===== config.mk =====
export PLATFORM = sky130hd
export DESIGN_NAME = position_syndrome_corrector_top
export DESIGN_NICKNAME = d
export VERILOG_FILES = /design/src/psc_pkg.sv /design/src/psc_front.sv /design/src/psc_queue.sv /design/src/psc_back.sv /design/src/position_syndrome_corrector_top.sv
export SDC_FILE = /design/constraint.sdc
export NUM_CORES = 1
export LEC_CHECK = 0
export BUFFER_PORTS_ARGS = -buffer_cell sky130_fd_sc_hd__buf_4
export CORE_ASPECT_RATIO = 0.5
export CORE_UTILIZATION = 40
export DETAILED_ROUTE_END_ITERATION = 12
export PLACE_DENSITY = 0.61
export RECOVER_POWER = 50
export SETUP_SLACK_MARGIN = 0.4
export SYNTH_ARGS = -nofsm -noshare
export SYNTH_HDL_FRONTEND = slang
export SYNTH_SLANG_ARGS = --single-unit

===== constraint.sdc =====
create_clock -name clk -period 22.1 [get_ports clk]
set_clock_uncertainty 0.15 [all_clocks]
set_input_delay 3.315 -clock clk [delete_from_list [all_inputs] [get_ports clk]]
set_output_delay 3.315 -clock clk [all_outputs]
set_load 0.02 [all_outputs]

===== src/psc_pkg.sv =====
`timescale 1ns / 1ps

package psc_pkg;

    localparam int CHECK_BITS = 8;
    localparam int MAX_DATA   = 127;
    localparam int SYN_W      = CHECK_BITS - 1;
    localparam int LEN_W      = 7;
    localparam int POS_W      = 8;
    localparam int SYN_IDX_W  = $clog2(SYN_W);
    localparam int LOW_W      = 64;
    localparam int HIGH_W     = MAX_DATA - LOW_W;
    localparam int STATUS_W   = 3;

    localparam logic [LEN_W-1:0] LEN_RESET = LEN_W'(MAX_DATA);

    typedef enum logic [STATUS_W-1:0] {
        ST_CLEAN        = 3'd0,
        ST_FIXED        = 3'd1,
        ST_PARITY_ERR   = 3'd2,
        ST_SYN_NO_PAR   = 3'd3,
        ST_OUT_OF_RANGE = 3'd4
    } status_t;

    typedef struct packed {
        logic [MAX_DATA-1:0] data;
        logic [SYN_W-1:0]    syn;
        logic                pmis;
        logic [LEN_W-1:0]    len;
    } frame_t;

endpackage


===== src/psc_front.sv =====
`timescale 1ns / 1ps

module psc_front (
    input  logic                        clk,
    input  logic                        rst_n,
    input  logic                        in_valid,
    output logic                        in_ready,
    input  logic                        data_bit,
    input  logic                        cfg_valid,
    output logic                        cfg_ready,
    input  logic [psc_pkg::LEN_W-1:0]   data_length,
    input  logic                        q_full,
    output logic                        q_push,
    output psc_pkg::frame_t             q_entry
);
    import psc_pkg::*;

    logic [LEN_W-1:0]     len_reg;
    logic [POS_W-1:0]     pos_reg;
    logic [POS_W-1:0]     pos_next;
    logic [SYN_W-1:0]     syn_reg;
    logic [SYN_W-1:0]     syn_next;
    logic                 par_reg;
    logic                 par_next;
    logic [MAX_DATA-1:0]  store_reg;
    logic [MAX_DATA-1:0]  len_mask;
    logic [POS_W-1:0]     last_pos;
    logic [POS_W-1:0]     pos_plus;
    logic [POS_W-1:0]     check_off;
    logic                 accept;
    logic                 data_phase;
    logic                 check_phase;
    logic                 final_phase;

    assign cfg_ready   = 1'b1;
    assign in_ready    = !q_full;
    assign accept      = in_valid && in_ready;

    assign last_pos    = POS_W'(len_reg) + POS_W'(SYN_W);
    assign pos_plus    = pos_reg + POS_W'(1);
    assign check_off   = pos_reg - POS_W'(len_reg);
    assign data_phase  = pos_reg < POS_W'(len_reg);
    assign check_phase = !data_phase && (pos_reg < last_pos);
    assign final_phase = !data_phase && !check_phase;

    always_comb
    begin
        for (int i = 0; i < MAX_DATA; i++)
        begin
            len_mask[i] = (i < int'(len_reg));
        end
    end

    always_comb
    begin
        pos_next = pos_reg;
        syn_next = syn_reg;
        par_next = par_reg;
        if (accept)
        begin
            if (data_phase)
            begin
                pos_next = pos_plus;
                if (data_bit)
                begin
                    syn_next = syn_reg ^ pos_plus[SYN_W-1:0];
                    par_next = !par_reg;
                end
            end
            else if (check_phase)
            begin
                pos_next = pos_plus;
                if (data_bit)
                begin
                    syn_next = syn_reg ^ (SYN_W'(1) << check_off[SYN_IDX_W-1:0]);
                end
            end
            else
            begin
                pos_next = '0;
                syn_next = '0;
                par_next = 1'b0;
            end
        end
    end

    always_ff @(posedge clk or negedge rst_n)
    begin
        if (!rst_n)
        begin
            len_reg <= LEN_RESET;
            pos_reg <= '0;
            syn_reg <= '0;
            par_reg <= 1'b0;
        end
        else
        begin
            if (cfg_valid && cfg_ready)
            begin
                len_reg <= data_length;
            end
            pos_reg <= pos_next;
            syn_reg <= syn_next;
            par_reg <= par_next;
        end
    end

    always_ff @(posedge clk)
    begin
        if (accept && data_phase)
        begin
            store_reg[pos_reg[LEN_W-1:0]] <= data_bit;
        end
    end

    assign q_push       = accept && final_phase;
    assign q_entry.data = store_reg & len_mask;
    assign q_entry.syn  = syn_reg;
    assign q_entry.pmis = par_reg ^ data_bit;
    assign q_entry.len  = len_reg;

    a_pos_bounded: assert property (@(posedge clk) disable iff (!rst_n)
        pos_reg <= POS_W'(MAX_DATA + SYN_W))
        else $error("Bit position ran past the end of the longest frame.");

    a_clear_after_final: assert property (@(posedge clk) disable iff (!rst_n)
        q_push |=> (pos_reg == '0) && (syn_reg == '0) && !par_reg)
        else $error("Frame counters not cleared after the final bit.");

    a_no_push_when_full: assert property (@(posedge clk) disable iff (!rst_n)
        q_full |-> !q_push)
        else $error("Frame pushed into a full queue.");

endmodule


===== src/psc_queue.sv =====
`timescale 1ns / 1ps

module psc_queue #(
    parameter int DEPTH = 2
) (
    input  logic              clk,
    input  logic              rst_n,
    input  logic              push,
    input  psc_pkg::frame_t   push_entry,
    output logic              full,
    input  logic              pop,
    output logic              q_valid,
    output psc_pkg::frame_t   q_entry
);
    import psc_pkg::*;

    localparam int PTR_W = $clog2(DEPTH);
    localparam int CNT_W = $clog2(DEPTH + 1);

    frame_t             entries_reg [DEPTH];
    logic [PTR_W-1:0]   wr_ptr_reg;
    logic [PTR_W-1:0]   rd_ptr_reg;
    logic [CNT_W-1:0]   count_reg;
    logic [CNT_W-1:0]   count_next;
    logic               do_push;
    logic               do_pop;

    assign full    = (count_reg == CNT_W'(DEPTH));
    assign q_valid = (count_reg != '0);
    assign q_entry = entries_reg[rd_ptr_reg];
    assign do_push = push && !full;
    assign do_pop  = pop && q_valid;

    always_comb
    begin
        count_next = count_reg;
        if (do_push && !do_pop)
        begin
            count_next = count_reg + CNT_W'(1);
        end
        else if (do_pop && !do_push)
        begin
            count_next = count_reg - CNT_W'(1);
        end
    end

    always_ff @(posedge clk or negedge rst_n)
    begin
        if (!rst_n)
        begin
            wr_ptr_reg <= '0;
            rd_ptr_reg <= '0;
            count_reg  <= '0;
        end
        else
        begin
            count_reg <= count_next;
            if (do_push)
            begin
                wr_ptr_reg <= (wr_ptr_reg == PTR_W'(DEPTH - 1)) ? '0 : wr_ptr_reg + PTR_W'(1);
            end
            if (do_pop)
            begin
                rd_ptr_reg <= (rd_ptr_reg == PTR_W'(DEPTH - 1)) ? '0 : rd_ptr_reg + PTR_W'(1);
            end
        end
    end

    always_ff @(posedge clk)
    begin
        if (do_push)
        begin
            entries_reg[wr_ptr_reg] <= push_entry;
        end
    end

    a_count_bounded: assert property (@(posedge clk) disable iff (!rst_n)
        count_reg <= CNT_W'(DEPTH))
        else $error("Queue fill count exceeds its depth.");

    a_pop_only_valid: assert property (@(posedge clk) disable iff (!rst_n)
        pop |-> q_valid)
        else $error("Queue popped while empty.");

    a_ptr_agree: assert property (@(posedge clk) disable iff (!rst_n)
        (count_reg == '0) |-> (wr_ptr_reg == rd_ptr_reg))
        else $error("Empty queue with pointers apart.");

endmodule


===== src/psc_back.sv =====
`timescale 1ns / 1ps

module psc_back (
    input  logic                            clk,
    input  logic                            rst_n,
    input  logic                            q_valid,
    input  psc_pkg::frame_t                 q_entry,
    output logic                            q_pop,
    output logic                            out_valid,
    input  logic                            out_ready,
    output logic [psc_pkg::LOW_W-1:0]       corrected_low,
    output logic [psc_pkg::HIGH_W-1:0]      corrected_high,
    output logic [psc_pkg::STATUS_W-1:0]    status,
    output logic [psc_pkg::LEN_W-1:0]       flipped_index
);
    import psc_pkg::*;

    logic                 out_valid_reg;
    logic [MAX_DATA-1:0]  data_reg;
    status_t              status_reg;
    logic [LEN_W-1:0]     flip_reg;

    status_t              status_next;
    logic [LEN_W-1:0]     flip_next;
    logic [MAX_DATA-1:0]  flip_vec;
    logic [LEN_W-1:0]     syn_idx;
    logic                 fix;
    logic                 syn_zero;
    logic                 syn_in_range;

    assign q_pop        = q_valid && (!out_valid_reg || out_ready);
    assign syn_zero     = (q_entry.syn == '0);
    assign syn_in_range = LEN_W'(q_entry.syn) <= q_entry.len;
    assign syn_idx      = LEN_W'(q_entry.syn) - LEN_W'(1);

    always_comb
    begin
        fix         = 1'b0;
        status_next = ST_CLEAN;
        if (q_entry.pmis)
        begin
            if (syn_zero)
            begin
                status_next = ST_PARITY_ERR;
            end
            else if (syn_in_range)
            begin
                status_next = ST_FIXED;
                fix         = 1'b1;
            end
            else
            begin
                status_next = ST_OUT_OF_RANGE;
            end
        end
        else if (!syn_zero)
        begin
            status_next = ST_SYN_NO_PAR;
        end
        flip_next = fix ? syn_idx : '0;
    end

    always_comb
    begin
        for (int i = 0; i < MAX_DATA; i++)
        begin
            flip_vec[i] = fix && (i == int'(syn_idx));
        end
    end

    always_ff @(posedge clk or negedge rst_n)
    begin
        if (!rst_n)
        begin
            out_valid_reg <= 1'b0;
        end
        else if (q_pop)
        begin
            out_valid_reg <= 1'b1;
        end
        else if (out_ready)
        begin
            out_valid_reg <= 1'b0;
        end
    end

    always_ff @(posedge clk)
    begin
        if (q_pop)
        begin
            data_reg   <= q_entry.data ^ flip_vec;
            status_reg <= status_next;
            flip_reg   <= flip_next;
        end
    end

    assign out_valid      = out_valid_reg;
    assign corrected_low  = data_reg[LOW_W-1:0];
    assign corrected_high = data_reg[MAX_DATA-1:LOW_W];
    assign status         = status_reg;
    assign flipped_index  = flip_reg;

    a_index_zero_unless_fixed: assert property (@(posedge clk) disable iff (!rst_n)
        out_valid && (status_reg != ST_FIXED) |-> (flip_reg == '0))
        else $error("Flipped index set without a correction.");

    a_hold_on_stall: assert property (@(posedge clk) disable iff (!rst_n)
        out_valid && !out_ready |=> out_valid && $stable(data_reg) && $stable(flip_reg))
        else $error("Result changed while the receiver stalled.");

    a_pop_fix_one_bit: assert property (@(posedge clk) disable iff (!rst_n)
        q_pop && fix |-> $onehot(flip_vec))
        else $error("Correction does not touch exactly one bit.");

endmodule


===== src/position_syndrome_corrector_top.sv =====
`timescale 1ns / 1ps

// Single-error corrector for a serial frame received one bit per input item.
// A frame is data_length data bits, then seven position-parity bits, then one
// parity bit over the data bits. The length is set through the configuration
// channel (cfg_valid, cfg_ready, data_length), which is always ready; it resets
// to 127. Bits enter on in_valid/in_ready/data_bit at one item per cycle while
// in_ready is high. After the parity bit one result leaves on out_valid and
// out_ready: the corrected data split over corrected_low and corrected_high, a
// status code and the flipped index. The final bit pushes the frame into the
// queue, and out_valid rises once the correction stage pops and registers it.
// No gap is needed between frames. The front collects bits into a register
// store, a small frame queue decouples it from the correction stage, and an
// output register holds the result. When the receiver stalls, results wait in
// the queue and in_ready drops only once the queue is full. Reset clears the
// bit counter, syndrome, parity, the queue and the output valid flag.
module position_syndrome_corrector_top #(
    parameter int QUEUE_DEPTH = 2
) (
    input  logic                            clk,
    input  logic                            rst_n,
    input  logic                            cfg_valid,
    output logic                            cfg_ready,
    input  logic [psc_pkg::LEN_W-1:0]       data_length,
    input  logic                            in_valid,
    output logic                            in_ready,
    input  logic                            data_bit,
    output logic                            out_valid,
    input  logic                            out_ready,
    output logic [psc_pkg::LOW_W-1:0]       corrected_low,
    output logic [psc_pkg::HIGH_W-1:0]      corrected_high,
    output logic [psc_pkg::STATUS_W-1:0]    status,
    output logic [psc_pkg::LEN_W-1:0]       flipped_index
);
    import psc_pkg::*;

    frame_t push_entry;
    frame_t head_entry;
    logic   push;
    logic   full;
    logic   pop;
    logic   head_valid;

    psc_front u_front (
        .clk         (clk),
        .rst_n       (rst_n),
        .in_valid    (in_valid),
        .in_ready    (in_ready),
        .data_bit    (data_bit),
        .cfg_valid   (cfg_valid),
        .cfg_ready   (cfg_ready),
        .data_length (data_length),
        .q_full      (full),
        .q_push      (push),
        .q_entry     (push_entry)
    );

    psc_queue #(
        .DEPTH (QUEUE_DEPTH)
    ) u_queue (
        .clk        (clk),
        .rst_n      (rst_n),
        .push       (push),
        .push_entry (push_entry),
        .full       (full),
        .pop        (pop),
        .q_valid    (head_valid),
        .q_entry    (head_entry)
    );

    psc_back u_back (
        .clk            (clk),
        .rst_n          (rst_n),
        .q_valid        (head_valid),
        .q_entry        (head_entry),
        .q_pop          (pop),
        .out_valid      (out_valid),
        .out_ready      (out_ready),
        .corrected_low  (corrected_low),
        .corrected_high (corrected_high),
        .status         (status),
        .flipped_index  (flipped_index)
    );

endmodule

==> results of run 1 <==
kinds of logic after synthesis:
| group | after synthesis | synth area share [%] |
|---|---|---|
| other cells | 1 | 0.0152 |
| flops | 576 | 69.6 |
| compound gates | 189 | 5.14 |
| buf+inv | 108 | 1.82 |
| mux | 148 | 6.05 |
| simple gates | 549 | 10.4 |
| xor+xnor | 149 | 5.35 |
| fa+ha+maj | 31 | 1.60 |
power by group through the flow:
stage	clock network [mW]	logic, mW	registers [mW]
after global routing	0.927	0.913	1.47
after global placement	0	0.892	1.47
after detailed placement	0	0.899	1.47
after floorplan	0	0.458	1.56
final	0.876	0.852	1.45
after CTS	0.886	0.902	1.45
per-layer routing:
metal | wire length (µm) | vias to the layer above
li1 | - | 6696
met1 | 28500 | 7664
met2 | 29700 | 595
met3 | 6020 | 83
met4 | 1420 | 0
met5 | 0 | -
stage by stage:
| stage | cells | setup WS [ns] | instance area [µm²] | util [%] |
|---|---|---|---|---|
| 3_3_place_gp | 2655 | 15.16 | 26800 | 44.5 |
| 4_1_cts | 2752 | 15.71 | 28400 | 47.2 |
| 3_5_place_dp | 2655 | 15.10 | 26800 | 44.5 |
| 6_report | 2754 | 13.14 | 27900 | 46.4 |
| 2_1_floorplan | 1751 | 11.59 | 24700 | - |
| 5_1_grt | 2752 | 12.57 | 27900 | 46.4 |
worst reg2reg max path: stages (launching register included):
cell and delay, ns:
dfrtp_1 2.14, clkbuf_1 2.80, mux2i_1 0.50, ha_1 0.47, nand3_1 0.14, nor2_1 0.10, a211oi_1 1.42, nor4_2 0.14
buf_4 0.34, nand3_1 0.25, xor2_1 0.30
area by class of cell:
type	count	area, µm²
clock inverter	30	198
fill	5398	32200
multi-input combinational	1067	7120
inverter	21	80.1
sequential	576	17200
timing repair buffer	179	898
antenna	2	5.00
tap	812	1020
clock buffer	67	1410
worst max path at each step:
stage	from	endpoint	slack [ns]	depth (start not counted)
after global placement	in_valid	u_queue.entries_reg[1][131]	15.16	6
after CTS	in_valid	u_queue.entries_reg[1][43]	15.71	6
after global routing	u_queue.rd_ptr_reg	u_back.data_reg[63]	12.57	10
final	u_queue.rd_ptr_reg	u_back.data_reg[63]	13.14	10
after detailed placement	in_valid	u_queue.entries_reg[1][4]	15.10	6
after floorplan	in_valid	u_queue.entries_reg[0][0]	11.59	4
Yosys cell counts, types with 14 or more instances:
master      n
a21boi_0   26
a21oi_1    52
and2_1     17
and3_1     24
buf_2      14
clkbuf_1   64
dfrtp_1    21
edfxtp_1  548
ha_1       30
inv_1      20
mux2i_1   142
nand2_1   125
nand3_1   117
nor2_1    193
nor2b_1    22
o21a_1     15
o21ai_0    36
xor2_1    135
==> metrics.md, run 1 <==
| Metric | Value |
|---|---|
| Post-CTS resize count | 0 |
| Area added between synthesis and finish | 13.1% |
| Fraction of final layout cells sized beyond drive strength 1 | 8.51% |
| Leak Pwr | between 9 and 10 nW |
| Final-report setup violation count | 0 |
| CP endpoint kind | flop |
| Post-Route Hold Slack | 0.357 ns |
| Kind of cell adding the most delay to the critical path | buffers and inverters |
| Portion of total power attributed to the clock network | between 20 and 30% |
| Final wirelength | roughly 66000 µm |
| Min-Delay Endpoint | u_queue.entries_reg[1][13] |
| Yosys synthesis warning count | 0 |
| Vertical die dimension | approximately 180 µm |
| Library cell occupying the most area in the post-synthesis netlist | edfxtp_1 |
| Top post-synthesis cells by area | edfxtp_1 67%, mux2i_1 5.8%, xor2_1 4.8%, nor2_1 2.9%, nand3_1 2.4% |
| Asr flop ratio synth | 4.86% |
| Result of the run | finished with violations |
| CP most frequent cell | nand3_1 |
| Sum of overflow across all layers after global routing | 0 |
| Cell area after synthesis | approximately 25000 µm² |
| Top-level I/O count | 153 |
| Violated checks | max-capacitance violations, max-slew violations |
| Power per cell area | 114 nW/µm² |
| Power consumption | ~3.2 mW |
| Site row count | 63 |
| Maximum number of pins on one net before global-route repair | 143 |
| WP buf/inv | 2 |
| Starting utilization of the core area | 41.0% |
| RSZ-0062 raised after global routing | false |
| Hold Buf Count CTS | 0 |
| Post-layout min period | about 9 ns |
| Core outline area | 60100 µm² |
| Pin slew with the least headroom to its limit | approximately 3.8 ns |
| Insertion delay to the later sink of the worst-skew pair | approximately 0.59 ns |
| Largest vdd supply drop | 0.0000552 V |
| Setup TNS Final | 0 ns |
| Global placer's final weighted congestion | approximately 0.87 |
| Switching fraction of total power | approximately 34% |
| Number of buffers on the longest clock path | 3 |
| Met1 Resource Use GR | between 20% and 30% |
| Post-CTS repair timing setup buffer count | 0 |
| Class of the tightest hold or removal check | flop to flop |
| CTS H-tree lvls | 2 |
| Count of vias placed by the detailed router | roughly 15000 |
| Internal power | about 2.1 mW |
| Startpoint of the worst-slack reg-to-reg timing path | u_queue.rd_ptr_reg |
| Starting DRC count in detailed routing | 1764 |
| Critical path's slowest cell | clkbuf_1 |
| Die Span X | roughly 350 µm |
| Cell chain of the critical path | clkbuf_1 > mux2i_1 > ha_1 > nand3_1 > nor2_1 > a211oi_1 > nor4_2 > buf_4 > nand3_1 > xor2_1 |
| Post-synthesis sequential area ratio | a little over two thirds |
| Main synth FF type | edfxtp_1 |
| Number of flops mapped to enable cells by yosys | 548 |
| Combinational share of power | a little over a quarter |
| Data arrival time at the worst-slack endpoint | a little over 9 ns |
| Number of nets produced by synthesis | about 1800 |
| Count of buffers inserted at the top-level ports | 151 |
| Root cell of the clock tree | clkbuf_16 |
| Longest individual stage delay on the worst path | ~2.8 ns |
| Total of flip-flops plus latches after synthesis | between 500 and 600 |
| Count of nets after finishing | 1941 |
| GR Layer Usage met3 | 4.61% |
| Largest register FFs | between 200 and 300 |
| Critical Setup Path Class | flop to flop |
| Antenna-violating nets left | 0 |
| Final Slew Violations | about 430 |
| Initial antenna violation count | 4 |
| CTS tree | built |
| Detailed placement HPWL | a little over 40000 µm |
| Drt wl/cell | around 24 µm |
| Hold Crit Depth | 0 |
| Number of remaining DRC errors | 0 |
| Number of distinct library cell variants in the gate-level netlist after synthesis | 66 |
| Global Route met2 Usage | between 30% and 40% |
| Router iterations before antenna repair | 7 |
| Avg Vias per Cell | between 5 and 6 |
| Final cycle utilization of the critical path | 40.5% |
| Switching power summed over all nets | between 1 and 1.5 mW |
| All-Layer GR Usage | 20.5% |
| Number of cells on the worst reg-to-reg path | 10 |
| Clock slew at the register clock pins of the worst setup and hold paths | ~0.070 ns |
| Final hold violation count | 0 |
| Most frequent standard cell in the layout excluding fill and tap cells | edfxtp_1 |
| Startpoint type of the worst setup path | flop |
| Synth top area share | about two thirds |
| Total clock sinks | about 580 |
| Global-route wire length before repair | 94200 µm |
| Part of the total power dissipated in sequential elements | a little under half |
| Flop2flop setup slack | between 10 and 15 ns |
| CP Max Fanout | between 50 and 60 |
| Required time at the endpoint of the critical path | around 22 ns |
| Instance count of the mapped netlist | around 1800 |
| Peak Freq | between 0.1 and 0.15 GHz |
| Most used cells in the layout excluding fill and tap cells | 548 x edfxtp_1, 191 x nor2_1, 142 x mux2i_1 |
| Worst hold path startpoint | u_front.syn_reg[5] |
| Reg-to-Reg End | u_back.data_reg[63] |
| Max-Slew Margin vs Limit | -152% |
| Inserted Clock Buffers | 52 |
| Die footprint | 62700 µm² |
| Max Cap Viol | 9 |
| Mean post-synth cell area | between 10 and 15 µm² |
| Busiest layer in global routing | met2 |
| Number of global-route vias before repair | roughly 14000 |
Power figures use the tool's default switching activity.
==> run 2: changes to the inputs <==
--- a/config.mk
+++ b/config.mk
@@ -9,7 +9,7 @@
 export CORE_ASPECT_RATIO = 0.5
 export CORE_UTILIZATION = 40
 export DETAILED_ROUTE_END_ITERATION = 12
-export PLACE_DENSITY = 0.61
+export PLACE_DENSITY = 0.64
 export RECOVER_POWER = 50
 export SETUP_SLACK_MARGIN = 0.4
 export SYNTH_ARGS = -nofsm -noshare
==> constraint.sdc (replaced) <==
create_clock -name clk -period 8.1 [get_ports clk]
set_clock_uncertainty 0.15 [all_clocks]
set_input_delay 1.215 -clock clk [delete_from_list [all_inputs] [get_ports clk]]
set_output_delay 1.215 -clock clk [all_outputs]
set_load 0.02 [all_outputs]
==> run 2 against run 1 <==
  * Largest cell class unchanged
  * Combinational power increased to 2.7 times the previous value
  * Register-to-register slack got worse by 11 ns
  * The run still ends with max-capacitance violations, max-slew violations left
  * Flip-flop and latch count stayed put
==> metrics.md, run 2 (same netlist as run 1, synthesis figures left out) <==
| Metric | Value |
|---|---|
| Result of the run | finished with violations |
| Violated checks | max-capacitance violations, max-slew violations |
| Number of buffers on the longest clock path | 3 (unchanged) |
| Startpoint type of the worst setup path | flop |
| Count of buffers inserted at the top-level ports | 151 (unchanged) |
| Vertical die dimension | 178 µm (unchanged) |
| Most frequent standard cell in the layout excluding fill and tap cells | edfxtp_1 |
| Data arrival time at the worst-slack endpoint | 5.91 ns (-3.28 ns) |
| Post-layout min period | 5.84 ns (-3.12 ns) |
| Post-CTS repair timing setup buffer count | 0 (unchanged) |
| Met1 Resource Use GR | 29.6% (+0.50 points) |
| Die Span X | 353 µm (unchanged) |
| Final wirelength | 66000 µm (+0.60%) |
| Largest register FFs | 284 (unchanged) |
| Clock slew at the register clock pins of the worst setup and hold paths | 0.06 ns (about the same) |
| Number of cells on the worst reg-to-reg path | 12 (+2) |
| Global placer's final weighted congestion | 0.906 (+4.5%) |
| Sum of overflow across all layers after global routing | 0 (unchanged) |
| Largest vdd supply drop | 0.000150 V (+170%) |
| Number of global-route vias before repair | 14300 (+0.29%) |
| Root cell of the clock tree | clkbuf_16 |
| Detailed placement HPWL | 42500 µm (+2.3%) |
| Setup TNS Final | 0 ns (unchanged) |
| Fraction of final layout cells sized beyond drive strength 1 | 6.91% (-1.6 points) |
| Post-CTS resize count | 0 (unchanged) |
| Top-level I/O count | 153 (unchanged) |
| Power consumption | 8.52 mW (+170%) |
| Power per cell area | 307 nW/µm² (+170%) |
| Maximum number of pins on one net before global-route repair | 143 (unchanged) |
| Class of the tightest hold or removal check | flop to flop |
| Final Slew Violations | 312 (-28%) |
| Site row count | 63 (unchanged) |
| Initial antenna violation count | 5 (+1) |
| Count of vias placed by the detailed router | 15000 (-0.31%) |
| Drt wl/cell | 24.0 µm (+0.64%) |
| Avg Vias per Cell | 5.45 (-0.28%) |
| Router iterations before antenna repair | 5 (-2) |
| Hold Buf Count CTS | 0 (unchanged) |
| Max-Slew Margin vs Limit | -153% (-0.59 points) |
| RSZ-0062 raised after global routing | false |
| Leak Pwr | 9.25 nW (-1.3%) |
| CTS tree | built |
| Final hold violation count | 0 (unchanged) |
| Inserted Clock Buffers | 52 (unchanged) |
| Area added between synthesis and finish | 12.6% |
| Number of remaining DRC errors | 0 (unchanged) |
| Most used cells in the layout excluding fill and tap cells | 548 x edfxtp_1, 191 x nor2_1, 171 x clkbuf_1 |
| CP Max Fanout | 47 (-7.8%) |
| Global Route met2 Usage | 32.1% (-0.049 points) |
| Total clock sinks | 576 (unchanged) |
| Pin slew with the least headroom to its limit | 3.79 ns (+0.00882 ns) |
| Insertion delay to the later sink of the worst-skew pair | 0.58 ns (about the same) |
| Final-report setup violation count | 0 (unchanged) |
| Global-route wire length before repair | 94800 µm (+0.59%) |
| CTS H-tree lvls | 2 (unchanged) |
| Die footprint | 62700 µm² (unchanged) |
| GR Layer Usage met3 | 3.98% (-0.63 points) |
| Antenna-violating nets left | 0 (unchanged) |
| Peak Freq | 0.171 GHz (+53%) |
| Busiest layer in global routing | met2 |
| All-Layer GR Usage | 20.6% (+0.084 points) |
| Max Cap Viol | 6 (-3) |
| Hold Crit Depth | 0 (unchanged) |
| Core outline area | 60100 µm² (unchanged) |
| Final cycle utilization of the critical path | 72.1% (+32 points) |
| CP endpoint kind | flop |
| Count of nets after finishing | 1943 (+0.10%) |
| Critical Setup Path Class | flop to flop |
| Required time at the endpoint of the critical path | 8.17 ns (-14.16 ns) |
| Starting utilization of the core area | 41.0% (unchanged) |
| Starting DRC count in detailed routing | 2004 (+14%) |
run 2: changes by cell type in the layout (fill, tap and decap cells not counted), moves of 2 or more:
cell and change:
clkbuf_1 +38, buf_4 -27, clkinv_1 -5, clkbuf_8 -2, nor3_2 -2
run 2: worst paths after layout:
kind	start	slack (ns)	endpoint
min reg2reg	u_front.syn_reg[3]	0.37	u_queue.entries_reg[1][11]
min	u_front.syn_reg[3]	0.37	u_queue.entries_reg[1][11]
max reg2reg	u_front.len_reg[5]	2.26	u_queue.entries_reg[1][33]
max	u_front.len_reg[5]	2.26	u_queue.entries_reg[1][33]
min in group asynchronous	rst_n	0.93	u_back.out_valid
max in group asynchronous	rst_n	5.67	u_queue.rd_ptr_reg
run 2: per-stage QoR:
step	area, µm²	hold WS, ns	cells	util, %	setup WS [ns]
final	27800	0.367	2753	46.2	2.26
after global routing	27800	0.385	2752	46.2	2.00
after CTS	28300	0.371	2752	47.2	3.58
after detailed placement	26800	0.359	2657	44.6	3.57
after global placement	26800	0.352	2657	44.6	3.69
after floorplan	24700	0.314	1751	-	1.40
run 2: layer usage:
metal | vias to the layer above | share of wire, % | wire [µm]
met5 | - | 0.041 | 27
met4 | 4 | 2.2 | 1430
met3 | 92 | 9.3 | 6130
met2 | 695 | 46 | 30400
met1 | 7500 | 42 | 28000
li1 | 6700 | - | -
run 2: critical path, cell delays in order, from the launching register on:
cell	delay [ns]
dfstp_2	0.52
clkbuf_1	1.39
nand2_1	0.66
nor2_1	0.29
xnor2_1	0.09
ha_1	0.42
o2111ai_1	0.11
a21oi_1	0.31
o211ai_1	0.15
buf_4	0.22
inv_1	0.11
and2_4	0.37
buf_4	0.59
run 2: power by group:
part | internal [mW] | switching [mW]
registers | 3.73 | 0.191
logic | 0.639 | 1.66
clock network | 1.23 | 1.07
run 2: final cells by class:
type	instances	area, µm²
Fill cell	5444	32300
Tap cell	812	1020
Sequential cell	576	17200
Multi-Input combinational cell	1067	7140
Timing Repair Buffer	181	821
Clock inverter	21	135
Antenna cell	1	2.50
Clock buffer	74	1390
Inverter	21	83.8
